$ cat src/smac_wmul.sv
// 32x32 word multiplier lane, signed or unsigned
module smac_wmul (
  input  logic        is_signed_i,
  input  logic [31:0] a_i,
  input  logic [31:0] b_i,
  output logic [63:0] p_o
);
  logic signed [32:0] a_ext;
  logic signed [32:0] b_ext;
  logic signed [65:0] prod;

  assign a_ext = $signed({is_signed_i & a_i[31], a_i});
  assign b_ext = $signed({is_signed_i & b_i[31], b_i});
  assign prod  = a_ext * b_ext;
  assign p_o   = prod[63:0];
endmodule

$ cat config.mk
export PLATFORM = sky130hd
export DESIGN_NAME = smac_wmul
export DESIGN_NICKNAME = d
export VERILOG_FILES = /design/src/smac_wmul.sv
export SDC_FILE = /design/constraint.sdc
export NUM_CORES = 2
export LEC_CHECK = 0
export BUFFER_PORTS_ARGS = -buffer_cell sky130_fd_sc_hd__buf_2
export CAP_MARGIN = 40
export CORE_MARGIN = 2
export CORE_UTILIZATION = 45
export DETAILED_ROUTE_END_ITERATION = 8
export PLACE_DENSITY = 0.69
export SLEW_MARGIN = 20
export SYNTH_ARGS = -nofsm -noshare
export SYNTH_HDL_FRONTEND = slang
export SYNTH_SLANG_ARGS = --single-unit
$ cat constraint.sdc
create_clock -name vclk -period 9.8
set_input_delay 1.47 -clock vclk [all_inputs]
set_output_delay 1.47 -clock vclk [all_outputs]
set_load 0.05 [all_outputs]
==> flow_results.xml <==
<?xml version="1.0" encoding="UTF-8"?>
<metrics>
  <group name="placed_design">
    <metric name="io_buffer_count" unit="">129</metric>
    <metric name="globalplace.congestion" unit="">0.913</metric>
    <metric name="post-dp-hpwl" unit="mm">95.0</metric>
    <metric name="detailedPlace.worstSlack" unit="ps">-1120</metric>
  </group>
  <group name="floorplanning">
    <metric name="rows" unit="">106</metric>
    <metric name="design.core.area" unit="sq um">83300</metric>
    <metric name="die_width" unit="um">293</metric>
    <metric name="die_area" unit="sq um">86100</metric>
    <metric name="ios" unit="">129</metric>
    <metric name="die_height" unit="um">293</metric>
    <metric name="initial_utilization" unit="%">45.2</metric>
  </group>
  <group name="cells_and_area">
    <metric name="layout.filler_cells" unit="">6983</metric>
    <metric name="finalCoreUtilization" unit="%">56.3</metric>
    <metric name="footprint_of_the_multi_input_gates" unit="sq um">34500</metric>
    <metric name="syn_to_layout_area_delta" unit="%">24.5</metric>
    <metric name="clockBufferCount" unit="">0</metric>
    <metric name="sequential_cells" unit="">0</metric>
    <metric name="final_common_cell" unit="">fa_1</metric>
    <metric name="post_route_cells_drive_above_1_share" unit="%">21.9</metric>
    <metric name="seqCellArea" unit="sq um">0</metric>
    <metric name="finish.net_count" unit="">6031</metric>
    <metric name="mostFrequentLayoutCells" unit="">fa_1, inv_1, nand2_1</metric>
  </group>
  <group name="drt">
    <metric name="postRouteAntennaNets" unit="">0</metric>
    <metric name="vias" unit="">29087</metric>
    <metric name="route.detailed.drc" unit="">0</metric>
    <metric name="routed_wirelength" unit="mm">109</metric>
    <metric name="final_routed_wire_length_divided_by_cell_count" unit="um">19.1</metric>
    <metric name="via_to_cell_ratio" unit="">5.09</metric>
    <metric name="drt-initial-drc-count" unit="">1663</metric>
    <metric name="drt_first_pass_iters" unit="">5</metric>
  </group>
  <group name="sta">
    <metric name="fmax" unit="GHz">0.0965</metric>
    <metric name="slew-limit-headroom" unit="%">65.2</metric>
    <metric name="timing_max_transition_violations_final" unit="">0</metric>
    <metric name="grt_setup_unrepaired" unit="">true</metric>
    <metric name="layout_worst_path_cycle_share" unit="%">106</metric>
    <metric name="hold_ws" unit="ps">3630</metric>
    <metric name="timing.final.setup_violations" unit="">29</metric>
    <metric name="worst-slew-pin-transition" unit="ps">519</metric>
    <metric name="layout_setup_ws" unit="ps">-559</metric>
    <metric name="final.setup.tns" unit="ps">-9090</metric>
    <metric name="hold_viol" unit="">0</metric>
    <metric name="final_period_minus_worst_setup_slack" unit="ps">10360</metric>
  </group>
  <group name="setup_path">
    <metric name="timing.critical_path.to_type" unit="">primary output</metric>
    <metric name="worst_path_largest_cell_delay" unit="ps">550</metric>
    <metric name="critPathArrivalTime" unit="ps">8890</metric>
    <metric name="critical-path-top-delay-family" unit="">adder cells</metric>
    <metric name="cp_slowest_cell" unit="">fa_1</metric>
    <metric name="critPathMostFrequentCell" unit="">fa_1</metric>
    <metric name="worstSetupStartpointType" unit="">primary input</metric>
    <metric name="path_max_fanout" unit="">8</metric>
    <metric name="timing.critical_path.buf_inv" unit="">10</metric>
    <metric name="critical_path_class" unit="">in -&gt; out</metric>
    <metric name="timing.critical_path.required" unit="ps">8330</metric>
  </group>
  <group name="run_status">
    <metric name="run_status" unit="">finished with violations</metric>
    <metric name="failing_checks" unit="">negative setup slack</metric>
  </group>
  <group name="synthesis">
    <metric name="yosys.area_share.adder" unit="%">66.8</metric>
    <metric name="synth-compound-area-share" unit="%">3.33</metric>
    <metric name="yosysUniqueCellTypes" unit="">62</metric>
    <metric name="post_synth_instance_area" unit="sq um">37700</metric>
    <metric name="synthesized_net_count" unit="">5522</metric>
    <metric name="synth_warnings" unit="">0</metric>
    <metric name="synth.avg_cell_area" unit="sq um">9.15</metric>
    <metric name="fraction_of_the_yosys_area_taken_by_sequential_cells" unit="%">0</metric>
    <metric name="synth_top_family_by_area" unit="">adder cells</metric>
    <metric name="synth.area.mux_share" unit="%">0</metric>
    <metric name="yosys.area_share.simple" unit="%">14.9</metric>
    <metric name="area_share_of_xor_xnor_cells_in_the_synthesized_design" unit="%">1.77</metric>
    <metric name="syn_inst" unit="">4120</metric>
  </group>
  <group name="grt">
    <metric name="vias_in_the_first_global_route" unit="">32894</metric>
    <metric name="grt_pass1_wl" unit="mm">176</metric>
    <metric name="grt_residual_overflow" unit="">0</metric>
    <metric name="largest_net_degree_at_the_start_of_global_routing" unit="">24</metric>
    <metric name="antenna_found_initial" unit="">7</metric>
    <metric name="grt_usage" unit="%">26.4</metric>
  </group>
  <group name="clock_network">
    <metric name="ctsHoldBuffers" unit="">0</metric>
  </group>
  <group name="run">
    <metric name="timing.max_cap.violations" unit="">0</metric>
  </group>
  <group name="hold_path">
    <metric name="hp_class" unit="">in -&gt; out</metric>
  </group>
</metrics>
-- through the flow --
step | area (sq um) | std cells
2_1_floorplan | 38400 | 4120
3_3_place_gp | 43900 | 5619
3_5_place_dp | 43900 | 5619
4_1_cts | 46000 | 5663
5_1_grt | 46900 | 5710
6_report | 46900 | 5710
-- metal layers --
metal / up-vias / part of all wire [%] / GRT usage (%)
met3: 334 / 5.8 / 2.98
li1: 12635 / - / -
met2: 1025 / 52 / 47.4
met1: 15089 / 36 / 31.1
met5: - / 0.024 / 0
met4: 4 / 6.3 / 13.5
-- synthesized netlist by cell type (3+ instances only) --
master,instances,area share (%)
fa_1,1125,60
inv_1,1095,11
nand2_1,719,7.2
and2_1,356,5.9
clkbuf_1,215,2.1
ha_1,212,7.0
a21oi_1,57,0.76
xnor2_1,53,1.2
nor2_1,47,0.47
a21o_1,38,0.76
xor2_1,23,0.53
and3_1,22,0.37
o21ai_0,21,0.28
nand4_1,13,0.22
nand3_1,11,0.15
nor3_1,8,0.11
o21ai_1,8,0.11
o21bai_1,8,0.16
or2_2,8,0.13
o21a_1,7,0.14
a211oi_1,6,0.12
nor2b_1,5,0.083
a31oi_1,4,0.066
and4_1,4,0.093
o211ai_1,4,0.080
a211o_1,3,0.070
a21boi_0,3,0.060
or3_1,3,0.050
-- layout make-up --
| type | count | share of cell area (%) |
|---|---|---|
| inverter | 1095 | 8.77 |
| antenna | 3 | 0.0160 |
| timing repair buffer | 728 | 14.8 |
| tap | 1080 | 2.88 |
| multi-input combinational | 2804 | 73.6 |
-- cell families after synthesis --
family,after synthesis
XOR/XNOR,76
buffers and inverters,1316
AND/OR/NAND/NOR,1206
adder cells (fa/ha/maj),1337
AO/OA/AOI/OAI,185
-- worst min-delay path, delay by kind of cell --
family        cells  cell delay, ps
buf+inv           3             510
simple gates      1             170
-- worst paths after layout --
| check | end | startpoint | cells past startpoint |
|---|---|---|---|
| worst min-delay path | p_o[0] | b_i[0] | 4 |
| worst max-delay path | p_o[54] | b_i[1] | 30 |
-- repair_timing --
item	CTS	global route
cloned	7	1
pin swaps	150	122
setup endpoints to repair	41	39
gates resized for setup	367	148
buffers inserted	47	51
Power is left out: the tool's default activity adds up to more than one toggle a clock period on the data nets, which glitch-free logic cannot reach.
