<file path="config.mk">
export PLATFORM = sky130hd
export DESIGN_NAME = smac_hmul
export DESIGN_NICKNAME = d
export VERILOG_FILES = /design/src/smac_hmul.sv
export SDC_FILE = /design/constraint.sdc
export NUM_CORES = 1
export LEC_CHECK = 0
export BUFFER_PORTS_ARGS = -buffer_cell sky130_fd_sc_hd__buf_2
export CORE_MARGIN = 2
export CORE_UTILIZATION = 60
export DETAILED_ROUTE_END_ITERATION = 6
export GPL_ROUTABILITY_DRIVEN = 0
export PLACE_DENSITY = 0.83
export SYNTH_ARGS = -nofsm -noshare
export SYNTH_HDL_FRONTEND = slang
export SYNTH_SLANG_ARGS = --single-unit
</file>
<file path="constraint.sdc">
create_clock -name vclk -period 18.15
set_input_delay 3.63 -clock vclk [all_inputs]
set_output_delay 3.63 -clock vclk [all_outputs]
set_load 0.1 [all_outputs]
</file>
<file path="src/smac_hmul.sv">
// signed 16x16 halfword multiplier lane
module smac_hmul (
  input  logic [15:0] a_i,
  input  logic [15:0] b_i,
  output logic [31:0] p_o
);
  logic signed [31:0] prod;

  assign prod = $signed(a_i) * $signed(b_i);
  assign p_o  = prod;
endmodule

</file>
==> results.toml, run 1 <==
[finish]
nNetsFinal = 1497
syn_to_final_growth_pct = 4.48
stdcell_count = 1335
num-fill-cells = 1347
antennaDiodeCount = 0
num-clock-buffers = 0
drive_gt1_share_pct = 6.43
seqCellArea_um2 = 0
nFlopsAndLatches = 0

[die]
dieArea_um2 = 17600
boundaryPins = 64
initial_utilization_pct = 61.9
die_h_um = 133
die_width_um = 133
core_area_um2 = 16000
fp-row-count = 46

[detailed_routing]
drt_iter0_markers = 423
drt-total-wl_mm = 22.8
ant_nets = 0
drc = 0
detail_route.wl_per_cell_um = 17.1
vias = 7239
first_pass_iters = 5
via_per_inst = 5.42

[min_path]
whs_path_depth = 3
min_path_type = "in2out"

[yosys]
synth_nets = 1469
ys.warnings.count = 0
synth_seq_area_share_pct = 0
synth_top_family_by_area = "adder cells"
yosysTopAreaCellShare_pct = 52.9
synth_cell_types = 43
synth-simple-area-share_pct = 15.7
synthAdderAreaFrac_pct = 63.3
avgSynthCellArea_um2 = 9.07
synth_xor_area_share_pct = 3.27
synth_area_um2 = 9910
syn-instance-count = 1093
synthMuxAreaShare_pct = 0
synth_compound_area_share_pct = 5.26
synth_top_area_cell = "fa_1"
synth.area.top_cells = "fa_1 (53%), inv_1 (11%), ha_1 (10%), and2_1 (7.7%), nand2_1 (5.0%)"

[critical_path]
end_kind = "output pin"
crit_type = "in2out"
crit_arrival_ns = 10.14
cp_max_fo = 16
slowest_delay_ns = 0.84
critPathTopFamily = "adder cells"
cp_slowest_cell = "fa_1"
startpoint_type = "input port"
crit_chain = "buf_2, nand2_1, inv_1, fa_1, fa_1, fa_1, fa_1, fa_1, inv_1, fa_1, inv_1, ha_1, and3_1, nand3_1, or4b_1, a21oi_1, o41ai_2, o2111ai_1, a21oi_1, xnor2_1, buf_2"
cp.depth = 21
path_buf_inv = 5
crit_top_cell = "fa_1"
cp.required_ns = 14.52

[timing]
period_needed_ns = 13.77
hold_viol_final = 0
drv_slew = 0
final-setup-viol-count = 0
slew_headroom_pct = 60.7
worstMarginPinSlew_ns = 0.587
final.setup.tns_ns = 0
fmax_mhz = 72.6
rsz0062_at_grt = "false"
fin_crit_sh_pct = 75.9

[placed_design]
io_buffers = 64
place_inst = 1335
dp_hpwl_mm = 19.6

[global_route]
grt_pass1_vias = 8030
grt_start_max_net_pins = 17
grt_pass1_wl_mm = 40.2
grt_overflow = 0
grt_antenna_before_repair = 0
grt_usage_pct = 28.3

[clocking]
cts_setup_buffers = 0
cts_resized = 0
cts_hold_buf = 0

[run_status]
outcome = "completed"

[run]
drv_cap = 0
-- metrics by stage --
| step | utilization (%) | cell area (um2) | setup WS [ns] | hold slack (ns) |
|---|---|---|---|---|
| after floorplan | - | 9910 | 3.84 | 7.73 |
| after global placement | 64.7 | 10400 | 4.48 | 7.91 |
| after detailed placement | 64.7 | 10400 | 4.41 | 7.91 |
| after CTS | 64.7 | 10400 | 4.37 | 7.91 |
| after global routing | 64.7 | 10400 | 4.02 | 7.93 |
| final | 64.7 | 10400 | 4.38 | 7.91 |
-- metal layers --
layer / track usage (%) / wire length [um]
met1: 40.8 / 9670
met2: 43.9 / 10500
met3: 7.20 / 2230
met4: 5.85 / 432
met5: 0 / 0
-- cell usage after synthesis (all sizes together) (2+ instances only) --
library cell / count
inv: 290
fa: 262
nand2: 132
and2: 122
ha: 82
clkbuf: 37
xnor2: 27
nor2: 26
a21o: 19
a21oi: 19
xor2: 10
a31oi: 7
and3: 7
o21ai: 6
nand3: 5
nor3: 5
nand2b: 4
o21bai: 4
nand4: 3
o41ai: 3
o211ai: 2
o21a: 2
o31ai: 2
or2: 2
or4b: 2
-- cell type report --
class / count / area, um2 / share of cell area (%)
Inverter: 290 / 1090 / 10.5
Timing Repair Buffer: 64 / 320 / 3.09
Tap cell: 216 / 270 / 2.61
Multi-Input combinational cell: 765 / 8680 / 83.8
-- kinds of logic after synthesis --
family	after synthesis
AOI/OAI and AO/OA	72
xor gates and xnor gates	37
adders and majority gates	344
buffers and inverters	328
and+or+nand+nor	312
-- tightest hold or removal path, delay by kind of cell --
family                 cells  cell delay, ns
buffers and inverters      2            0.47
and+or+nand+nor            1            0.17
-- worst paths after layout --
path               start       to  slack [ns]
setup / recovery  b_i[1]  p_o[30]        4.38
hold / removal    a_i[0]   p_o[0]        7.91
-- layout by cell type, fill, tap and decap left out, types with 2 or more instances in the layout --
cell type / synthesis / final
a21o_1: 18 / 18
buf_2: 0 / 64
fa_1: 262 / 262
o21bai_1: 4 / 4
or2_2: 2 / 2
o21ai_0: 6 / 6
inv_1: 290 / 290
or4b_1: 2 / 2
a21oi_2: 2 / 2
a21oi_1: 17 / 17
xor2_1: 10 / 10
and2_1: 122 / 122
a31oi_1: 7 / 7
ha_1: 82 / 82
xnor2_1: 27 / 27
nand2_1: 132 / 132
nand4_1: 3 / 3
nand2b_1: 4 / 4
nor3_1: 5 / 5
o211ai_1: 2 / 2
nand3_1: 5 / 5
o21a_1: 2 / 2
nor2_1: 26 / 26
and3_1: 6 / 6
o31ai_1: 2 / 2
Power of run 1 is left out: the tool's default activity adds up to more than one toggle a clock period on the data nets, which glitch-free logic cannot reach.
==> run 2: changes to the inputs <==
clock period = 13.7 ns   (was 18.15 ns; I/O delays follow)
==> results.toml, run 2 (synthesized netlist as in run 1, its figures left out) <==
[run_status]
outcome = "completed"

[timing]
hold_viol_final = 0
period_needed_ns = 12.00
fin_crit_sh_pct = 87.6
final.setup.tns_ns = 0
worstMarginPinSlew_ns = 0.613
fmax_mhz = 83.3
slew_headroom_pct = 59.1
rsz0062_at_grt = "false"
drv_slew = 0
final-setup-viol-count = 0

[finish]
syn_to_final_growth_pct = 4.48
nFlopsAndLatches = 0
antennaDiodeCount = 0
layout_common_cells = "inv_1 (290), fa_1 (262), nand2_1 (132)"
fin_util_pct = 64.7
nNetsFinal = 1497
num-clock-buffers = 0
layout_commonest_cell = "inv_1"
drive_gt1_share_pct = 6.43
num-fill-cells = 1323
multi_input_comb_area_um2 = 8680
stdcell_count = 1335
seqCellArea_um2 = 0

[die]
die_h_um = 133
core_area_um2 = 16000
dieArea_um2 = 17600
boundaryPins = 64
initial_utilization_pct = 61.9
die_width_um = 133
fp-row-count = 46

[min_path]
min_path_type = "in2out"

[global_route]
grt_overflow = 0
grt_pass1_wl_mm = 39.5
grt_start_max_net_pins = 17
grt_pass1_vias = 7926
grt_usage_pct = 27.9
grt_antenna_before_repair = 0

[detailed_routing]
drt_iter0_markers = 405
drc = 0
drt-total-wl_mm = 22.4
ant_nets = 0
detail_route.wl_per_cell_um = 16.8
vias = 7207
via_per_inst = 5.40
first_pass_iters = 5

[critical_path]
cp.required_ns = 10.96
crit_type = "in2out"
crit_arrival_ns = 9.26
startpoint_type = "input port"
cp_max_fo = 16
end_kind = "output pin"

[clocking]
cts_hold_buf = 0
cts_setup_buffers = 0
cts_resized = 0

[run]
drv_cap = 0

[placed_design]
place_inst = 1335
dp_hpwl_mm = 19.3
io_buffers = 64
==> run 2: cell counts in the layout (fill, tap and decap cells not counted) <==
No cell type changed its count.
==> run 2: area by class of cell <==
class | instances | area share (%)
Inverter | 290 | 10.5
Multi-Input combinational cell | 765 | 83.8
Tap cell | 216 | 2.61
Timing Repair Buffer | 64 | 3.09
==> run 2: metal layers <==
layer	track usage, %	part of all wire, %	vias up
li1	-	-	3233
met1	41.5	43	3605
met2	43.1	46	337
met3	5.67	9.4	32
met4	5.50	2.0	0
met5	0	0	-
==> run 2: metrics by stage <==
stage / setup slack [ns] / hold WS [ns] / instance area [um2]
after floorplan: 1.17 / 5.95 / 9910
after global placement: 1.81 / 6.13 / 10400
after detailed placement: 1.72 / 6.13 / 10400
after CTS: 1.70 / 6.13 / 10400
after global routing: 1.39 / 6.16 / 10400
final: 1.70 / 6.13 / 10400
==> run 2: path summary, 6_finish.rpt <==
| path | cells past startpoint | startpoint | end |
|---|---|---|---|
| max | 21 | b_i[1] | p_o[30] |
| min | 3 | a_i[0] | p_o[0] |
==> run 2: worst max-delay path: stages <==
cell,delay (ns)
buf_2,0.26
nand2_1,0.16
inv_1,0.15
fa_1,0.55
fa_1,0.83
fa_1,0.51
fa_1,0.51
fa_1,0.51
inv_1,0.05
fa_1,0.47
inv_1,0.04
ha_1,0.34
and3_1,0.27
nand3_1,0.09
or4b_1,0.47
a21oi_1,0.24
o41ai_2,0.15
o2111ai_1,0.21
a21oi_1,0.10
xnor2_1,0.12
buf_2,0.44
Power of run 2 is left out for the same reason.
