<file path="src/smac_pkg.sv">
// shared types and operation codes for the simd multiply-accumulate unit
package smac_pkg;

  typedef enum logic [3:0] {
    FUNC_MADD    = 4'd0,
    FUNC_MADDU   = 4'd1,
    FUNC_PHMADH  = 4'd2,
    FUNC_PHMSBH  = 4'd3,
    FUNC_PMADDH  = 4'd4,
    FUNC_PMADDUW = 4'd5,
    FUNC_PMADDW  = 4'd6,
    FUNC_PMSUBH  = 4'd7,
    FUNC_PMSUBW  = 4'd8
  } func_e;

  localparam int unsigned NumHalf = 8;
  localparam int unsigned NumWord = 2;

  typedef struct packed {
    logic [NumHalf-1:0][31:0] hp;
    logic [NumWord-1:0][63:0] wp;
  } prod_t;

endpackage

</file>
<file path="src/smac_merge.sv">
// merge stage: hi/lo accumulators and destination assembly from lane products
module smac_merge (
  input  logic          clk_i,
  input  logic          rst_ni,
  input  logic          en_i,
  input  smac_pkg::func_e func_i,
  input  smac_pkg::prod_t prod_i,
  output logic [63:0]   dest_lower_o,
  output logic [63:0]   dest_upper_o,
  output logic          dest_upper_valid_o
);
  import smac_pkg::*;

  logic [3:0][31:0] lo_q, lo_d;
  logic [3:0][31:0] hi_q, hi_d;
  logic [1:0][63:0] rw;
  logic [3:0][31:0] hv;
  logic [7:0][31:0] lv;
  logic [3:0][31:0] dw;
  logic             sub_w, sub_ph, sub_hh;

  assign sub_w  = (func_i == FUNC_PMSUBW);
  assign sub_hh = (func_i == FUNC_PHMSBH);
  assign sub_ph = (func_i == FUNC_PMSUBH);

  always_comb begin
    for (int e = 0; e < 2; e++) begin
      rw[e] = sub_w ? ({hi_q[2*e], lo_q[2*e]} - prod_i.wp[e])
                    : ({hi_q[2*e], lo_q[2*e]} + prod_i.wp[e]);
    end
    for (int k = 0; k < 4; k++) begin
      hv[k] = sub_hh ? (prod_i.hp[2*k+1] - prod_i.hp[2*k])
                     : (prod_i.hp[2*k+1] + prod_i.hp[2*k]);
    end
    for (int k = 0; k < 8; k++) begin
      if ((k & 2) != 0) begin
        lv[k] = sub_ph ? (hi_q[(k & 1) | ((k >> 1) & 2)] - prod_i.hp[k])
                       : (hi_q[(k & 1) | ((k >> 1) & 2)] + prod_i.hp[k]);
      end else begin
        lv[k] = sub_ph ? (lo_q[(k & 1) | ((k >> 1) & 2)] - prod_i.hp[k])
                       : (lo_q[(k & 1) | ((k >> 1) & 2)] + prod_i.hp[k]);
      end
    end
  end

  always_comb begin
    lo_d               = lo_q;
    hi_d               = hi_q;
    dw                 = '0;
    dest_upper_valid_o = 1'b0;
    case (func_i)
      FUNC_MADD, FUNC_MADDU: begin
        lo_d[0] = rw[0][31:0];
        lo_d[1] = {32{rw[0][31]}};
        hi_d[0] = rw[0][63:32];
        hi_d[1] = {32{rw[0][63]}};
        dw[0]   = rw[0][31:0];
        dw[1]   = {32{rw[0][31]}};
      end
      FUNC_PMADDW, FUNC_PMADDUW, FUNC_PMSUBW: begin
        for (int e = 0; e < 2; e++) begin
          lo_d[2*e]   = rw[e][31:0];
          lo_d[2*e+1] = {32{rw[e][31]}};
          hi_d[2*e]   = rw[e][63:32];
          hi_d[2*e+1] = {32{rw[e][63]}};
          dw[2*e]     = rw[e][31:0];
          dw[2*e+1]   = rw[e][63:32];
        end
        dest_upper_valid_o = 1'b1;
      end
      FUNC_PHMADH, FUNC_PHMSBH: begin
        lo_d[0] = hv[0];
        lo_d[2] = hv[2];
        hi_d[0] = hv[1];
        hi_d[2] = hv[3];
        dw      = hv;
        dest_upper_valid_o = 1'b1;
      end
      FUNC_PMADDH, FUNC_PMSUBH: begin
        lo_d = {lv[5], lv[4], lv[1], lv[0]};
        hi_d = {lv[7], lv[6], lv[3], lv[2]};
        dw   = {lv[6], lv[4], lv[2], lv[0]};
        dest_upper_valid_o = 1'b1;
      end
      default: begin
        dw = '0;
      end
    endcase
  end

  assign dest_lower_o = {dw[1], dw[0]};
  assign dest_upper_o = {dw[3], dw[2]};

  always_ff @(posedge clk_i or negedge rst_ni) begin
    if (!rst_ni) begin
      lo_q <= '0;
      hi_q <= '0;
    end else if (en_i) begin
      lo_q <= lo_d;
      hi_q <= hi_d;
    end
  end
endmodule

</file>
<file path="config.mk">
export PLATFORM = sky130hd
export DESIGN_NAME = smac_merge
export DESIGN_NICKNAME = d
export VERILOG_FILES = /design/src/smac_pkg.sv /design/src/smac_merge.sv
export SDC_FILE = /design/constraint.sdc
export NUM_CORES = 2
export LEC_CHECK = 0
export BUFFER_PORTS_ARGS = -buffer_cell sky130_fd_sc_hd__buf_2
export CAP_MARGIN = 30
export CORE_MARGIN = 2
export CORE_UTILIZATION = 61
export CTS_BUF_LIST = sky130_fd_sc_hd__clkbuf_16
export DETAILED_ROUTE_END_ITERATION = 16
export PLACE_DENSITY = 0.85
export SYNTH_ARGS = -nofsm -noshare
export SYNTH_HDL_FRONTEND = slang
export SYNTH_SLANG_ARGS = --single-unit
</file>
<file path="constraint.sdc">
create_clock -name clk_i -period 9.4 [get_ports clk_i]
set_clock_uncertainty 0.1 [all_clocks]
set_input_delay 1.88 -clock clk_i [delete_from_list [all_inputs] [get_ports clk_i]]
set_output_delay 1.88 -clock clk_i [all_outputs]
set_load 0.05 [all_outputs]
</file>
==> impl_metrics.env <==
export IMPL_core_um2=56100
export IMPL_grt_pass1_vias=37189
export IMPL_rsz0062_at_grt="yes"
export IMPL_hold_viol=0
export IMPL_synth_top_area_share_pct=13.8
export IMPL_grt_max_degree=72
export IMPL_die_width_um=241
export IMPL_synthCells=4841
export IMPL_status="finished, final reports clean"
export IMPL_antenna_found_initial=32
export IMPL_vdd_ir_drop_max_mv=0.178
export IMPL_routed_wl_um=138000
export IMPL_met2WireLength_um=59400
export IMPL_fin_crit_sh_pct=98.0
export IMPL_synth_top_area_cell="ha_1"
export IMPL_clkTransAtPathRegs_ns=0.07
export IMPL_synth_compound_area_share_pct=33.2
export IMPL_r2r_cells=15
export IMPL_hold_depth=2
export IMPL_syn2layout_area_growth_pct=12.6
export IMPL_cts_hold_buf=0
export IMPL_drt_initial_drc_count=4312
export IMPL_p_seq_share_pct=10.7
export IMPL_cts_buffer_depth=2
export IMPL_cts_max_level=4
export IMPL_cts_buffers=17
export IMPL_io_buffers=519
export IMPL_yosysWarnings=0
export IMPL_yosysUniqueCellTypes=92
export IMPL_drt_pass1_iter_count=8
export IMPL_synthMuxAreaShare_pct=0.746
export IMPL_grtUsageTotal_pct=45.5
export IMPL_crit_path_start_kind="input port"
export IMPL_avgSynthCellArea_um2=7.10
export IMPL_power_frac_comb_pct=82.6
export IMPL_cp_arrival_ns=7.24
export IMPL_crit_slowest_cell="o41ai_1"
export IMPL_viasPerCell=6.71
export IMPL_seq_area_frac_synth_pct=9.32
export IMPL_rr_startpoint="lo_q[0]"
export IMPL_mostFrequentLayoutCell="buf_2"
export IMPL_overflow=0
export IMPL_p_leak_nw=18.1
export IMPL_initial_core_util_pct=61.3
export IMPL_ys_ff_latch=128
export IMPL_die_y_um=241
export IMPL_crit_path_end_kind="output pin"
export IMPL_fmax_mhz=109
export IMPL_drive_gt1_share_pct=14.1
export IMPL_synth_nets=5622
export IMPL_min_to="lo_q[14]"
export IMPL_async_flop_share_pct=100
export IMPL_syn_area_um2=34400
export IMPL_path_cells="buf_2 > nor4b_2 > buf_4 > a21oi_1 > xnor2_1 > ha_1 > nor3_1 > nor2_1 > o211ai_1 > a211o_1 > a2111oi_0 > buf_4 > nor2_1 > o41ai_1 > a21oi_1 > xor2_1 > o211ai_1 > buf_2"
export IMPL_synth_xor_area_share_pct=17.6
export IMPL_finalMaxSlewViolations=0
export IMPL_maxSlewHeadroom_pct=29.7
export IMPL_p_int_mw=4.65
export IMPL_wl_met1_um=53200
export IMPL_cts_tree="done"
export IMPL_cts_sinks=128
export IMPL_setup_viol=0
export IMPL_tightest_slew_ns=1.06
export IMPL_maxCapViolCount=0
export IMPL_yosys_area_share_simple_pct=20.9
export IMPL_route_met3_wl_um=16500
export IMPL_wl_per_cell_um=22.9
export IMPL_vias=40482
export IMPL_power_frac_clock_pct=6.7
export IMPL_clock_latency_ns=0.51
export IMPL_total_power_mw=11.2
export IMPL_row_count=87
export IMPL_synthTopCellsByArea="ha_1 14%, xnor2_1 10%, dfrtp_1 9.3%"
export IMPL_finish_utilization_pct=69.1
export IMPL_drc_errors=0
export IMPL_n_fill_cell=5012
export IMPL_min_path_type="reg -> reg"
export IMPL_synth_top_family_by_area="compound AO/OA/AOI/OAI gates"
export IMPL_dr_max_layer_used="met5"
export IMPL_synthAdderAreaFrac_pct=14.4
export IMPL_layout_common_cells="509 x buf_2, 455 x a21oi_1, 452 x nor2_1, 412 x nand2_1, 393 x xnor2_1"
export IMPL_switching_power_mw=6.56
export IMPL_r2r_end="hi_q[30]"
export IMPL_dieArea_um2=58300
export IMPL_gp_congestion=1.02
export IMPL_ff2ff_setup_slack_ns=5.10
export IMPL_dpl_hpwl_um=110000
export IMPL_pwr_density_cell_nw_per_um2=289
export IMPL_io_pins=520
export IMPL_min_from="lo_q[14]"
export IMPL_final_antenna_net_count=0
export IMPL_worst_ep_required_time_ns=7.42
export IMPL_min_period_ns=9.22
export IMPL_critPathMaxFanout=31
export IMPL_synth_edf_count=0
export IMPL_synthFlopType="dfrtp_1"
export IMPL_path_class="in -> out"
export IMPL_grt_pass1_wl_um=206000
export IMPL_slowest_delay_ns=0.62
export IMPL_nets=6022
export IMPL_cts_root_buf="clkbuf_16"
export IMPL_switching_share_pct=58.5
-- power by group through the flow --
stage | clock [mW] | combinational (mW) | sequential (mW)
after CTS | 0.758 | 8.94 | 1.17
after floorplan | 0 | 6.74 | 1.01
after global placement | 0 | 8.80 | 1.18
final | 0.756 | 9.25 | 1.20
after global routing | 0.774 | 9.95 | 1.21
after detailed placement | 0 | 8.86 | 1.18
-- logic make-up after synthesis --
group,after synthesis
adder cells (fa/ha/maj),390
XOR/XNOR,688
AND/OR/NAND/NOR,1496
multiplexers,25
flip-flops,128
buffers and inverters,352
AO/OA/AOI/OAI,1762
-- area by class of cell --
class | count | area (um2) | share of cell area (%)
multi-input cells | 4361 | 30100 | 77.7
repair buffers | 608 | 3320 | 8.57
flip-flops and latches | 128 | 3200 | 8.27
well taps | 756 | 946 | 2.44
inverters | 125 | 469 | 1.21
clock buffers | 17 | 425 | 1.10
clock inverters | 15 | 199 | 0.514
diodes | 23 | 57.6 | 0.149
-- metrics by stage --
stage          hold slack, ns  cell area, um2  std cells  worst slack (ns)  setup TNS, ns
6_report                0.436           38700       6033             0.183              0
2_1_floorplan           0.374           34400       4841             0.244              0
3_3_place_gp            0.404           37800       5976            0.0954              0
3_5_place_dp            0.412           37800       5976            0.0151              0
5_1_grt                 0.458           38700       6027            -0.111         -0.164
4_1_cts                 0.430           38500       6008           0.00731              0
-- flip-flops by register name (all words and copies together), names as in the netlist --
register,cells
hi_q,64
lo_q,64
-- how the worst max path moves through the flow --
stage,start,endpoint,slack (ns),cells past startpoint
2_1_floorplan,prod_i[80],dest_upper_o[57],0.24,21
6_report,func_i[0],dest_lower_o[47],0.18,18
4_1_cts,prod_i[193],dest_lower_o[63],0.007,25
3_3_place_gp,prod_i[12],dest_lower_o[59],0.1,21
3_5_place_dp,prod_i[193],dest_lower_o[63],0.02,25
5_1_grt,prod_i[6],dest_lower_o[47],-0.11,20
-- critical path, delay by kind of cell --
kind	cells	cell delay, ns
AOI/OAI and AO/OA	7	2.31
xor gates and xnor gates	2	0.76
and+or+nand+nor	4	0.68
buffers and inverters	4	1.23
adders and majority gates	1	0.36
-- Yosys cell counts (54+ instances only) --
master and count:
o31ai_1 58, or3_1 63, ha_1 380, o21a_1 93
nand2b_1 63, a21o_1 239, nand2_1 416, a21oi_1 458
nand3_1 99, o21ai_0 329, o21bai_1 67, nand4_1 54
a22oi_1 65, dfrtp_1 128, clkbuf_1 209, o211ai_1 92
nor3_1 89, inv_1 125, a31oi_1 66, nor2_1 453
xor2_1 293, xnor2_1 394
-- metal layers --
layer / GRT usage, % / up-vias
li1: - / 18675
met1: 56.8 / 18812
met2: 70.1 / 2400
met3: 12.3 / 581
met4: 27.2 / 14
met5: 0 / -
-- repair_timing --
item	in CTS	in global routing
setup buffers	0	2
resized for setup	0	48
endpoints found under the setup margin	0	30
No activity file was read; power rests on OpenSTA's default activity.
